$ cat config.mk
export PLATFORM = sky130hd
export DESIGN_NAME = checksummed_command_frame_parser_core_flat
export DESIGN_NICKNAME = d
export VERILOG_FILES = /design/src/rtl/core/ccfp_pkg.sv /design/src/rtl/core/ccfp_byte_if.sv /design/src/rtl/core/ccfp_status_if.sv /design/src/rtl/core/checksummed_command_frame_parser_core.sv /design/src/rtl/core/ccfp_input_stage.sv /design/src/rtl/core/ccfp_frame_tracker.sv /design/src/rtl/core/ccfp_result_stage.sv /design/src/flat_wrapper.sv
export SDC_FILE = /design/constraint.sdc
export NUM_CORES = 1
export LEC_CHECK = 0
export BUFFER_PORTS_ARGS = -buffer_cell sky130_fd_sc_hd__buf_2
export CAP_MARGIN = 10
export CORE_MARGIN = 1
export CORE_UTILIZATION = 45
export CTS_CLUSTER_DIAMETER = 50
export CTS_CLUSTER_SIZE = 25
export DETAILED_ROUTE_END_ITERATION = 8
export GPL_TIMING_DRIVEN = 0
export PLACE_DENSITY_LB_ADDON = 0.08
export SLEW_MARGIN = 10
export SYNTH_ARGS = -nofsm -noshare
export SYNTH_HDL_FRONTEND = slang
export SYNTH_SLANG_ARGS = --single-unit
export TNS_END_PERCENT = 20
$ cat constraint.sdc
create_clock -name clk -period 3.24 [get_ports clk]
set_input_delay 0.324 -clock clk [delete_from_list [all_inputs] [get_ports clk]]
set_output_delay 0.324 -clock clk [all_outputs]
set_load 0.01 [all_outputs]
$ cat src/rtl/core/ccfp_pkg.sv
// ----------------------------------------------------------------------------
// Command frame parser package
// Shared constants and types for the checksummed command frame parser.
// ----------------------------------------------------------------------------
package ccfp_pkg;

    localparam int unsigned BYTE_W    = 8;
    localparam int unsigned FRAME_LEN = 7;
    localparam int unsigned POS_W     = $clog2(FRAME_LEN + 1);

    localparam logic [POS_W-1:0] FIRST_POS = POS_W'(0);
    localparam logic [POS_W-1:0] CMD_POS   = POS_W'(2);
    localparam logic [POS_W-1:0] DEV_POS   = POS_W'(3);
    localparam logic [POS_W-1:0] LEVEL_POS = POS_W'(5);
    localparam logic [POS_W-1:0] CHECK_POS = POS_W'(FRAME_LEN - 1);
    localparam logic [POS_W-1:0] FULL_POS  = POS_W'(FRAME_LEN);

    localparam logic [BYTE_W-1:0] START_BYTE  = 8'hFE;
    localparam logic [BYTE_W-1:0] CMD_CONTROL = 8'hA0;
    localparam logic [BYTE_W-1:0] DEV_LAMP    = 8'h02;
    localparam logic [BYTE_W-1:0] DEV_RELAY   = 8'h03;
    localparam logic [BYTE_W-1:0] LEVEL_ON    = 8'h01;

    typedef struct packed {
        logic valid;
        logic [BYTE_W-1:0] rx_byte;
    } stage_t;

    typedef struct packed {
        logic lamp_on;
        logic relay_on;
        logic frame_complete;
        logic checksum_ok;
    } result_t;

endpackage

$ cat src/rtl/core/ccfp_byte_if.sv
// ----------------------------------------------------------------------------
// Received byte channel
// Valid/ready channel that carries one received serial byte per word.
// ----------------------------------------------------------------------------
interface ccfp_byte_if;

    logic valid;
    logic ready;
    logic [ccfp_pkg::BYTE_W-1:0] rx_byte;

    modport source (output valid, output rx_byte, input ready);
    modport sink (input valid, input rx_byte, output ready);

endinterface

$ cat src/rtl/core/ccfp_status_if.sv
// ----------------------------------------------------------------------------
// Status channel
// Valid/ready channel that carries the output levels and frame flags.
// ----------------------------------------------------------------------------
interface ccfp_status_if;

    logic valid;
    logic ready;
    logic lamp_on;
    logic relay_on;
    logic frame_complete;
    logic checksum_ok;

    modport source (output valid, output lamp_on, output relay_on,
                    output frame_complete, output checksum_ok, input ready);
    modport sink (input valid, input lamp_on, input relay_on,
                  input frame_complete, input checksum_ok, output ready);

endinterface

$ cat src/rtl/core/checksummed_command_frame_parser_core.sv
// ----------------------------------------------------------------------------
// Checksummed command frame parser core
// Parses seven byte command frames and drives the lamp and relay levels.
// ----------------------------------------------------------------------------
// The rx channel takes one received serial byte per word. A start byte of
// 0xFE opens a frame; the seventh byte closes it and is checked against the
// modulo 256 sum of the six bytes before it. A good frame with the control
// command sets the lamp or the relay level.
// The status channel returns exactly one word for every byte taken, in
// order, with both levels as they stand after that byte and the
// frame-complete and checksum-ok flags.
// A taken byte is held in the input register until the output register can
// load its status word; the word is then offered from the output register.
// One byte is taken per cycle while the status receiver does not stall; the
// frame position and the running checksum are updated as each byte is taken.
// When the status receiver stalls, the output register holds its word and
// the input register can still take one more byte before rx.ready drops.
// Reset clears the frame position, stops capture and turns both outputs off.
// ----------------------------------------------------------------------------
module checksummed_command_frame_parser_core
(
    input  logic    clk,
    input  logic    rst_n,
    ccfp_byte_if.sink     rx,
    ccfp_status_if.source status
);

    ccfp_pkg::stage_t  stage;
    ccfp_pkg::result_t result;
    ccfp_pkg::result_t out_word;
    logic              advance;

    ccfp_input_stage u_input
    (
        .clk      (clk),
        .rst_n    (rst_n),
        .in_valid (rx.valid),
        .in_byte  (rx.rx_byte),
        .in_ready (rx.ready),
        .advance  (advance),
        .stage    (stage)
    );

    ccfp_frame_tracker u_tracker
    (
        .clk     (clk),
        .rst_n   (rst_n),
        .stage   (stage),
        .advance (advance),
        .result  (result)
    );

    ccfp_result_stage u_result
    (
        .clk       (clk),
        .rst_n     (rst_n),
        .in_valid  (stage.valid),
        .result    (result),
        .advance   (advance),
        .out_valid (status.valid),
        .out_word  (out_word),
        .out_ready (status.ready)
    );

    assign status.lamp_on        = out_word.lamp_on;
    assign status.relay_on       = out_word.relay_on;
    assign status.frame_complete = out_word.frame_complete;
    assign status.checksum_ok    = out_word.checksum_ok;

endmodule

$ cat src/rtl/core/ccfp_input_stage.sv
// ----------------------------------------------------------------------------
// Input stage
// Registers each received byte and releases it when the result stage moves.
// ----------------------------------------------------------------------------
module ccfp_input_stage
(
    input  logic                          clk,
    input  logic                          rst_n,
    input  logic                          in_valid,
    input  logic [ccfp_pkg::BYTE_W-1:0]   in_byte,
    output logic                          in_ready,
    input  logic                          advance,
    output ccfp_pkg::stage_t              stage
);

    logic                        valid_reg;
    logic                        valid_next;
    logic [ccfp_pkg::BYTE_W-1:0] byte_reg;

    assign in_ready   = !valid_reg || advance;
    assign valid_next = in_ready ? in_valid : valid_reg;

    always_ff @(posedge clk or negedge rst_n)
    begin
        if (!rst_n)
        begin
            valid_reg <= 1'b0;
        end
        else
        begin
            valid_reg <= valid_next;
        end
    end

    always_ff @(posedge clk)
    begin
        if (in_ready && in_valid)
        begin
            byte_reg <= in_byte;
        end
    end

    assign stage.valid   = valid_reg;
    assign stage.rx_byte = byte_reg;

endmodule

$ cat src/rtl/core/ccfp_frame_tracker.sv
// ----------------------------------------------------------------------------
// Frame tracker
// Follows the frame position, keeps a running checksum and the command
// fields, and decodes complete frames into lamp and relay levels.
// ----------------------------------------------------------------------------
module ccfp_frame_tracker
(
    input  logic              clk,
    input  logic              rst_n,
    input  ccfp_pkg::stage_t  stage,
    input  logic              advance,
    output ccfp_pkg::result_t result
);

    logic                         capturing_reg;
    logic                         capturing_next;
    logic [ccfp_pkg::POS_W-1:0]   position_reg;
    logic [ccfp_pkg::POS_W-1:0]   position_next;
    logic [ccfp_pkg::BYTE_W-1:0]  sum_reg;
    logic [ccfp_pkg::BYTE_W-1:0]  sum_next;
    logic [ccfp_pkg::BYTE_W-1:0]  cmd_reg;
    logic [ccfp_pkg::BYTE_W-1:0]  dev_reg;
    logic                         level_reg;
    logic                         lamp_reg;
    logic                         lamp_next;
    logic                         relay_reg;
    logic                         relay_next;

    logic                         take;
    logic                         is_start;
    logic [ccfp_pkg::POS_W-1:0]   position_eff;
    logic                         store;
    logic                         complete;
    logic                         sum_match;
    logic                         command_hit;

    assign take         = stage.valid && advance;
    assign is_start     = (stage.rx_byte == ccfp_pkg::START_BYTE);
    assign position_eff = is_start ? ccfp_pkg::FIRST_POS : position_reg;
    assign store        = (capturing_reg || is_start) && (position_eff < ccfp_pkg::FULL_POS);
    assign complete     = store && (position_eff == ccfp_pkg::CHECK_POS);
    assign sum_match    = (sum_reg == stage.rx_byte);
    assign command_hit  = complete && sum_match && (cmd_reg == ccfp_pkg::CMD_CONTROL);

    always_comb
    begin
        capturing_next = capturing_reg || is_start;
        position_next  = store ? position_eff + ccfp_pkg::POS_W'(1) : position_eff;
        if (position_eff == ccfp_pkg::FIRST_POS)
        begin
            sum_next = stage.rx_byte;
        end
        else
        begin
            sum_next = sum_reg + stage.rx_byte;
        end
        lamp_next  = lamp_reg;
        relay_next = relay_reg;
        if (command_hit && (dev_reg == ccfp_pkg::DEV_LAMP))
        begin
            lamp_next = level_reg;
        end
        if (command_hit && (dev_reg == ccfp_pkg::DEV_RELAY))
        begin
            relay_next = level_reg;
        end
    end

    always_ff @(posedge clk or negedge rst_n)
    begin
        if (!rst_n)
        begin
            capturing_reg <= 1'b0;
            position_reg  <= ccfp_pkg::FIRST_POS;
            lamp_reg      <= 1'b0;
            relay_reg     <= 1'b0;
        end
        else if (take)
        begin
            capturing_reg <= capturing_next;
            position_reg  <= position_next;
            lamp_reg      <= lamp_next;
            relay_reg     <= relay_next;
        end
    end

    always_ff @(posedge clk)
    begin
        if (take && store)
        begin
            if (position_eff != ccfp_pkg::CHECK_POS)
            begin
                sum_reg <= sum_next;
            end
            if (position_eff == ccfp_pkg::CMD_POS)
            begin
                cmd_reg <= stage.rx_byte;
            end
            if (position_eff == ccfp_pkg::DEV_POS)
            begin
                dev_reg <= stage.rx_byte;
            end
            if (position_eff == ccfp_pkg::LEVEL_POS)
            begin
                level_reg <= (stage.rx_byte == ccfp_pkg::LEVEL_ON);
            end
        end
    end

    assign result.lamp_on        = lamp_next;
    assign result.relay_on       = relay_next;
    assign result.frame_complete = complete;
    assign result.checksum_ok    = complete && sum_match;

endmodule

$ cat src/rtl/core/ccfp_result_stage.sv
// ----------------------------------------------------------------------------
// Result stage
// Output register for the status word; loads whenever it is empty or the
// receiver takes the word it holds.
// ----------------------------------------------------------------------------
module ccfp_result_stage
(
    input  logic              clk,
    input  logic              rst_n,
    input  logic              in_valid,
    input  ccfp_pkg::result_t result,
    output logic              advance,
    output logic              out_valid,
    output ccfp_pkg::result_t out_word,
    input  logic              out_ready
);

    logic              valid_reg;
    logic              valid_next;
    ccfp_pkg::result_t word_reg;

    assign advance    = !valid_reg || out_ready;
    assign valid_next = advance ? in_valid : valid_reg;

    always_ff @(posedge clk or negedge rst_n)
    begin
        if (!rst_n)
        begin
            valid_reg <= 1'b0;
        end
        else
        begin
            valid_reg <= valid_next;
        end
    end

    always_ff @(posedge clk)
    begin
        if (advance && in_valid)
        begin
            word_reg <= result;
        end
    end

    assign out_valid = valid_reg;
    assign out_word  = word_reg;

endmodule

$ cat src/flat_wrapper.sv
// flat-port wrapper written by rule: the top's interface ports become plain ports
module checksummed_command_frame_parser_core_flat 
  (clk, rst_n, rx_valid, rx_rx_byte, rx_ready, status_valid, status_lamp_on, status_relay_on, status_frame_complete, status_checksum_ok, status_ready);
  ccfp_byte_if rx_i ();
  ccfp_status_if status_i ();
  input  logic clk;
  input  logic rst_n;
  input wire logic [$bits(rx_i.valid)-1:0] rx_valid;
  input wire logic [$bits(rx_i.rx_byte)-1:0] rx_rx_byte;
  output wire logic [$bits(rx_i.ready)-1:0] rx_ready;
  output wire logic [$bits(status_i.valid)-1:0] status_valid;
  output wire logic [$bits(status_i.lamp_on)-1:0] status_lamp_on;
  output wire logic [$bits(status_i.relay_on)-1:0] status_relay_on;
  output wire logic [$bits(status_i.frame_complete)-1:0] status_frame_complete;
  output wire logic [$bits(status_i.checksum_ok)-1:0] status_checksum_ok;
  input wire logic [$bits(status_i.ready)-1:0] status_ready;
  assign rx_i.valid = rx_valid;
  assign rx_i.rx_byte = rx_rx_byte;
  assign rx_ready = rx_i.ready;
  assign status_valid = status_i.valid;
  assign status_lamp_on = status_i.lamp_on;
  assign status_relay_on = status_i.relay_on;
  assign status_frame_complete = status_i.frame_complete;
  assign status_checksum_ok = status_i.checksum_ok;
  assign status_i.ready = status_ready;
  checksummed_command_frame_parser_core u_core (.clk(clk), .rst_n(rst_n), .rx(rx_i), .status(status_i));
endmodule
==> flow_summary.json, run 1 <==
{
  "insertion_delay_ns": 0.30,
  "fin_crit_sh_pct": 81.2,
  "cts.sinks": 45,
  "port_buffers": 17,
  "yosysWarningCount": 0,
  "hold_path.class": "input pin to flop",
  "ys_seq_elements": 45,
  "critPathMaxFanout": 9,
  "die_width_um": 70.6,
  "dp.cells": 226,
  "outcome": "finished, violations left",
  "timing.final.crit_period_ns": 2.63,
  "ys_types": 40,
  "fmax_ghz": 0.380,
  "arrival_ns": 2.55,
  "routabilityCongestion": 0.819,
  "clkTransAtPathRegs_ns": 0.09,
  "setup_viol_count_final": 0,
  "cp-end-kind": "flop",
  "start_kind": "flop",
  "routedWlPerCell_um": 15.4,
  "power.leakage_uw": 0.000913,
  "gr-total-overflow": 0,
  "dp_hpwl_um": 2650,
  "die_area_um2": 4980,
  "synthAdderAreaFrac_pct": 8.04,
  "slew_headroom_pct": 41.3,
  "area_growth_syn_to_layout_pct": 12.0,
  "synthCells": 157,
  "cts_resized": 0,
  "final_cells": 235,
  "synth-compound-area-share_pct": 7.16,
  "synthMuxAreaShare_pct": 3.67,
  "path_cells": "nand4b_1 > or2_4 > a21oi_1 > a21boi_1",
  "slowest_delay_ns": 0.79,
  "synth_area_um2": 2120,
  "initial_core_util_pct": 47.6,
  "path_buf_inv": 0,
  "max-clock-path-buffers": 2,
  "core_um2": 4440,
  "die_h_um": 70.6,
  "num_rows": 24,
  "finalInstanceArea_um2": 2370,
  "worst_pin_slew_ns": 0.878,
  "criticalPathCategory": "flop to flop",
  "finalHoldViolCount": 0,
  "highest_layer": "met4",
  "failed_checks": "design-rule violations",
  "powerDensity_nw_per_um2": 572,
  "grt.total_usage_pct": 16.2,
  "remaining_drc_errors": 4,
  "grt_max_degree": 17,
  "num_antenna_cells": 0,
  "antenna_found_initial": 0,
  "synthesis.nets": 182,
  "ant_nets": 0,
  "drive_gt1_share_pct": 18.6,
  "fin_nets": 207,
  "setup_tns_ns": 0,
  "drtIter0Drc": 98,
  "first_global_vias": 1290,
  "synth_top_family_by_area": "simple AND/OR/NAND/NOR gates",
  "finalClockSkew_ns": 0.0105,
  "cts-root-buf": "clkbuf_8",
  "placed_area_um2": 2270,
  "rsz0062_at_grt": "false",
  "dr_wl_met2_um": 1710,
  "viasPerCell": 5.50,
  "wl_um": 3610,
  "cpMaxStageDelayCell": "a21boi_1",
  "grt_pass1_wl_um": 6180,
  "crit_family": "compound AO/OA/AOI/OAI gates",
  "route.met3.wl_um": 128,
  "max_cap_viol_count": 0,
  "yosysSeqAreaShare_pct": 62.0,
  "drv_slew": 0,
  "ir_worst_vdd_mv": 0.342,
  "m1WireLength_um": 1740,
  "io_pins": 18,
  "cts_made_buffers": 5,
  "htree_levels": 2,
  "worstPathRequired_ns": 3.16,
  "yosys.area_share.simple_pct": 15.1,
  "vias": 1292,
  "tritoncts": "yes",
  "synth_area_per_cell_um2": 13.5,
  "first_pass_iters": 6,
  "synthXorXnorAreaFrac_pct": 2.07
}
[power breakdown]
group / leakage, uW / internal, uW / total [uW] / switching (uW)
Sequential: 0.000442 / 680 / 712 / 32.0
Clock: 0.0000447 / 156 / 354 / 198
Combinational: 0.000426 / 120 / 290 / 170
Total: 0.000913 / 955 / 1350 / 400
[area by class of cell]
class | instances | area (um^2)
Inverter | 9 | 36.3
Clock buffer | 5 | 68.8
Timing Repair Buffer | 18 | 95.1
Multi-Input combinational cell | 102 | 763
Tap cell | 52 | 65.1
Sequential cell | 45 | 1310
Clock inverter | 3 | 25.0
Buffer | 1 | 5.00
Fill cell | 376 | 2070
[worst register-to-register path, delay by kind of cell (launching register included)]
family	cells	cell delay (ns)
compound gates	2	1.24
flops	1	0.51
simple gates	2	0.51
[path summary, 6_finish.rpt]
check / start / end / slack [ns] / cells after the start
setup reg to reg: u_core.u_input.byte_reg[0] / u_core.u_tracker.sum_reg[7] / 0.61 / 4
min in group asynchronous: rst_n / u_core.u_tracker.relay_reg / 0.40 / 2
hold reg to reg: u_core.u_tracker.capturing_reg / u_core.u_tracker.capturing_reg / 0.48 / 1
setup / recovery: u_core.u_input.byte_reg[0] / u_core.u_tracker.sum_reg[7] / 0.61 / 4
hold / removal: rx_rx_byte[3] / u_core.u_input.byte_reg[3] / 0.20 / 1
max in group asynchronous: rst_n / u_core.u_tracker.position_reg[2] / 2.68 / 2
[synth_stat cells (all sizes together)]
cell    instances  area [um^2]
o211a           1         10.0
nand3b          1         7.51
and4b           1         10.0
edfxtp         37         1110
nand2b          4         25.0
o211ai          1         7.51
or2             1         8.76
o21a            3         22.5
nand4           3         18.8
nand2           8         30.0
nor3            6         30.0
a21oi           9         45.0
a21boi          2         15.0
nand3           6         30.0
nor2            8         30.0
nand4b          1         8.76
mux2i           1         10.0
nor2b           1         6.26
xnor2           4         35.0
ha             12          150
dfrtp           8          200
and2            4         27.5
fa              1         20.0
and3            2         12.5
o21bai          2         15.0
xor2            1         8.76
nor4b           3         26.3
o31ai           1         7.51
inv             9         36.3
o41ai           1         8.76
o32a            1         10.0
o21ai           2         10.0
buf             1         5.00
and4            1         8.76
mux2            6         67.6
nor4            4         40.0
[layer usage]
layer  vias to the layer above  GRT usage [%]
met5                         -              0
met4                         0           5.11
met3                         4           3.99
met2                        28           26.4
met1                       620           21.7
li1                        640              -
[cell usage in the layout (no fill, tap or decap), types with 4 or more instances in the layout]
| master | n |
|---|---|
| nor3_1 | 6 |
| nand2_1 | 8 |
| nor2_1 | 8 |
| buf_2 | 18 |
| xnor2_1 | 4 |
| ha_1 | 12 |
| inv_1 | 8 |
| dfrtp_1 | 8 |
| a21oi_1 | 9 |
| nand3_1 | 6 |
| mux2_2 | 4 |
| clkbuf_8 | 5 |
| edfxtp_1 | 37 |
| nand2b_1 | 4 |
[repair_timing]
action,in CTS,in global routing
hold buffers,1,0
buffers inserted,0,0
hold endpoints to repair,8,0
[stage by stage]
step	setup WS (ns)	hold WS (ns)	utilization (%)	total power [uW]
2_1_floorplan	0.918	0.0284	-	939
3_5_place_dp	0.608	0.175	51.0	1010
5_1_grt	0.364	0.185	53.3	1430
4_1_cts	0.579	0.190	53.3	1370
6_report	0.608	0.198	53.3	1350
3_3_place_gp	0.315	0.171	51.0	1000
[kinds of logic (layout without fill, tap and decap cells)]
family                     Yosys count  after routing
and+or+nand+nor                     54             54
xor gates and xnor gates             5              5
adders and majority gates           13             13
buffers and inverters               10             36
muxes                                7              7
DFF                                 45             45
AOI/OAI and AO/OA                   23             23
Power figures use the tool's default switching activity.
==> run 2, diff against run 1 <==
- clock period: 3.24 -> 2.54 ns (I/O delays scaled with it)
==> run 2 against run 1 <==
Against the previous run: the run still ends with design-rule violations left; count of clock-buffer cells in the layout stayed put; register-to-register slack worse by 0.48 ns; clock power is 27% higher; die area stayed put; cell area is 2.7% higher; sequential share of layout area is 1.5 points lower; sequential power is 26% higher; highest routed layer unchanged.
==> flow_summary.json, run 2 (synthesis gave the netlist of run 1 again) <==
{
  "outcome": "finished, violations left",
  "failed_checks": "design-rule violations",
  "core_um2": 4440,
  "insertion_delay_ns": 0.30,
  "finalClockSkew_ns": 0.00962,
  "setup_tns_ns": 0,
  "area_growth_syn_to_layout_pct": 15.0,
  "timing.final.crit_period_ns": 2.41,
  "cts.sinks": 45,
  "dp_hpwl_um": 2650,
  "max-clock-path-buffers": 2,
  "finalHoldViolCount": 0,
  "die_area_um2": 4980,
  "port_buffers": 17,
  "cts_made_buffers": 5,
  "grt_max_degree": 17,
  "layout_common_cells": "37 x edfxtp_1, 18 x buf_2, 12 x ha_1, 9 x a21oi_1",
  "num_rows": 24,
  "io_pins": 18,
  "cp-end-kind": "flop",
  "layout_commonest_cell": "edfxtp_1",
  "drv_slew": 0,
  "fin_nets": 215,
  "first_global_vias": 1285,
  "drtIter0Drc": 90,
  "rsz0062_at_grt": "false",
  "routabilityCongestion": 0.819,
  "ant_nets": 0,
  "clkTransAtPathRegs_ns": 0.09,
  "worstPathRequired_ns": 2.60,
  "wl_um": 3650,
  "die_width_um": 70.6,
  "initial_core_util_pct": 47.6,
  "max_cap_viol_count": 0,
  "routedWlPerCell_um": 15.0,
  "powerDensity_nw_per_um2": 716,
  "grt_pass1_wl_um": 6160,
  "p_total_uw": 1740,
  "power.leakage_uw": 0.000952,
  "critPathMaxFanout": 6,
  "htree_levels": 2,
  "slew_headroom_pct": 62.6,
  "worst_pin_slew_ns": 0.558,
  "criticalPathCategory": "flop to flop",
  "drive_gt1_share_pct": 22.5,
  "num_antenna_cells": 0,
  "start_kind": "flop",
  "first_pass_iters": 6,
  "arrival_ns": 2.47,
  "ir_worst_vdd_mv": 0.407,
  "tritoncts": "yes",
  "grt.total_usage_pct": 16.2,
  "fin_crit_sh_pct": 94.9,
  "fmax_ghz": 0.415,
  "die_h_um": 70.6,
  "hold_path.class": "input pin to flop",
  "setup_viol_count_final": 0,
  "remaining_drc_errors": 4,
  "cts-root-buf": "clkbuf_8",
  "gr-total-overflow": 0,
  "viasPerCell": 5.43,
  "antenna_found_initial": 0,
  "vias": 1319
}
-- run 2: cell types whose count changed in the layout (fill, tap and decap cells not counted), sizes merged --
cell,change
buf,+8
-- run 2: through the flow --
step	setup WS (ns)	utilization [%]	hold slack (ns)	cells	instance area (um^2)
floorplan	0.218	-	-0.0416	157	2120
global placement	-0.385	51.0	0.101	226	2270
detailed placement	-0.0921	51.0	0.105	226	2270
CTS	0.0130	53.4	0.120	235	2370
global route	0.00587	54.8	0.116	243	2430
finish	0.130	54.8	0.129	243	2430
-- run 2: repair_timing --
item | CTS | global route
gates resized for setup | 1 | 0
hold buffers | 1 | 0
cloned | 0 | 0
pin swaps | 0 | 0
setup buffers | 0 | 8
endpoints found under the setup margin | 8 | 11
endpoints found under the hold margin | 8 | 0
-- run 2: worst paths after layout --
kind | from | end | slack, ns | cells past startpoint
min in group asynchronous | rst_n | u_core.u_tracker.relay_reg | 0.33 | 2
setup reg to reg | u_core.u_input.byte_reg[5] | u_core.u_result.out_word[2] | 0.13 | 8
max in group asynchronous | rst_n | u_core.u_tracker.position_reg[2] | 2.05 | 2
hold reg to reg | u_core.u_tracker.capturing_reg | u_core.u_tracker.capturing_reg | 0.48 | 1
setup / recovery | u_core.u_input.byte_reg[5] | u_core.u_result.out_word[2] | 0.13 | 8
hold / removal | rx_rx_byte[3] | u_core.u_input.byte_reg[3] | 0.13 | 1
-- run 2: routing by layer --
layer  GRT usage, %  routed length, um  vias to the layer above
met2           26.4               1730                       29
met1           21.6               1760                      630
met3           3.99                128                        5
met4           5.11                 38                        0
li1               -                  -                      655
met5              0                  0                        -
-- run 2: worst max-delay path, cell delays in order (launching register included) --
cell and delay (ns):
edfxtp_1 0.51, nand4_1 0.13, or2_4 0.27, nand2_1 0.15
ha_1 0.22, inv_1 0.09, nor4_4 0.38, nand3_1 0.13
mux2_2 0.28
-- run 2: where the power goes --
| group | switching, uW | total [uW] | internal, uW |
|---|---|---|---|
| Clock | 252 | 451 | 199 |
| Combinational | 229 | 391 | 162 |
| Sequential | 33.4 | 900 | 867 |
-- run 2: final cells by class --
type	count	area, um^2
buffer	1	5.00
sequential	45	1310
clock buffer	5	68.8
tap	52	65.1
multi-input combinational	102	767
timing repair buffer	26	155
inverter	9	36.3
fill	371	2010
clock inverter	3	25.0
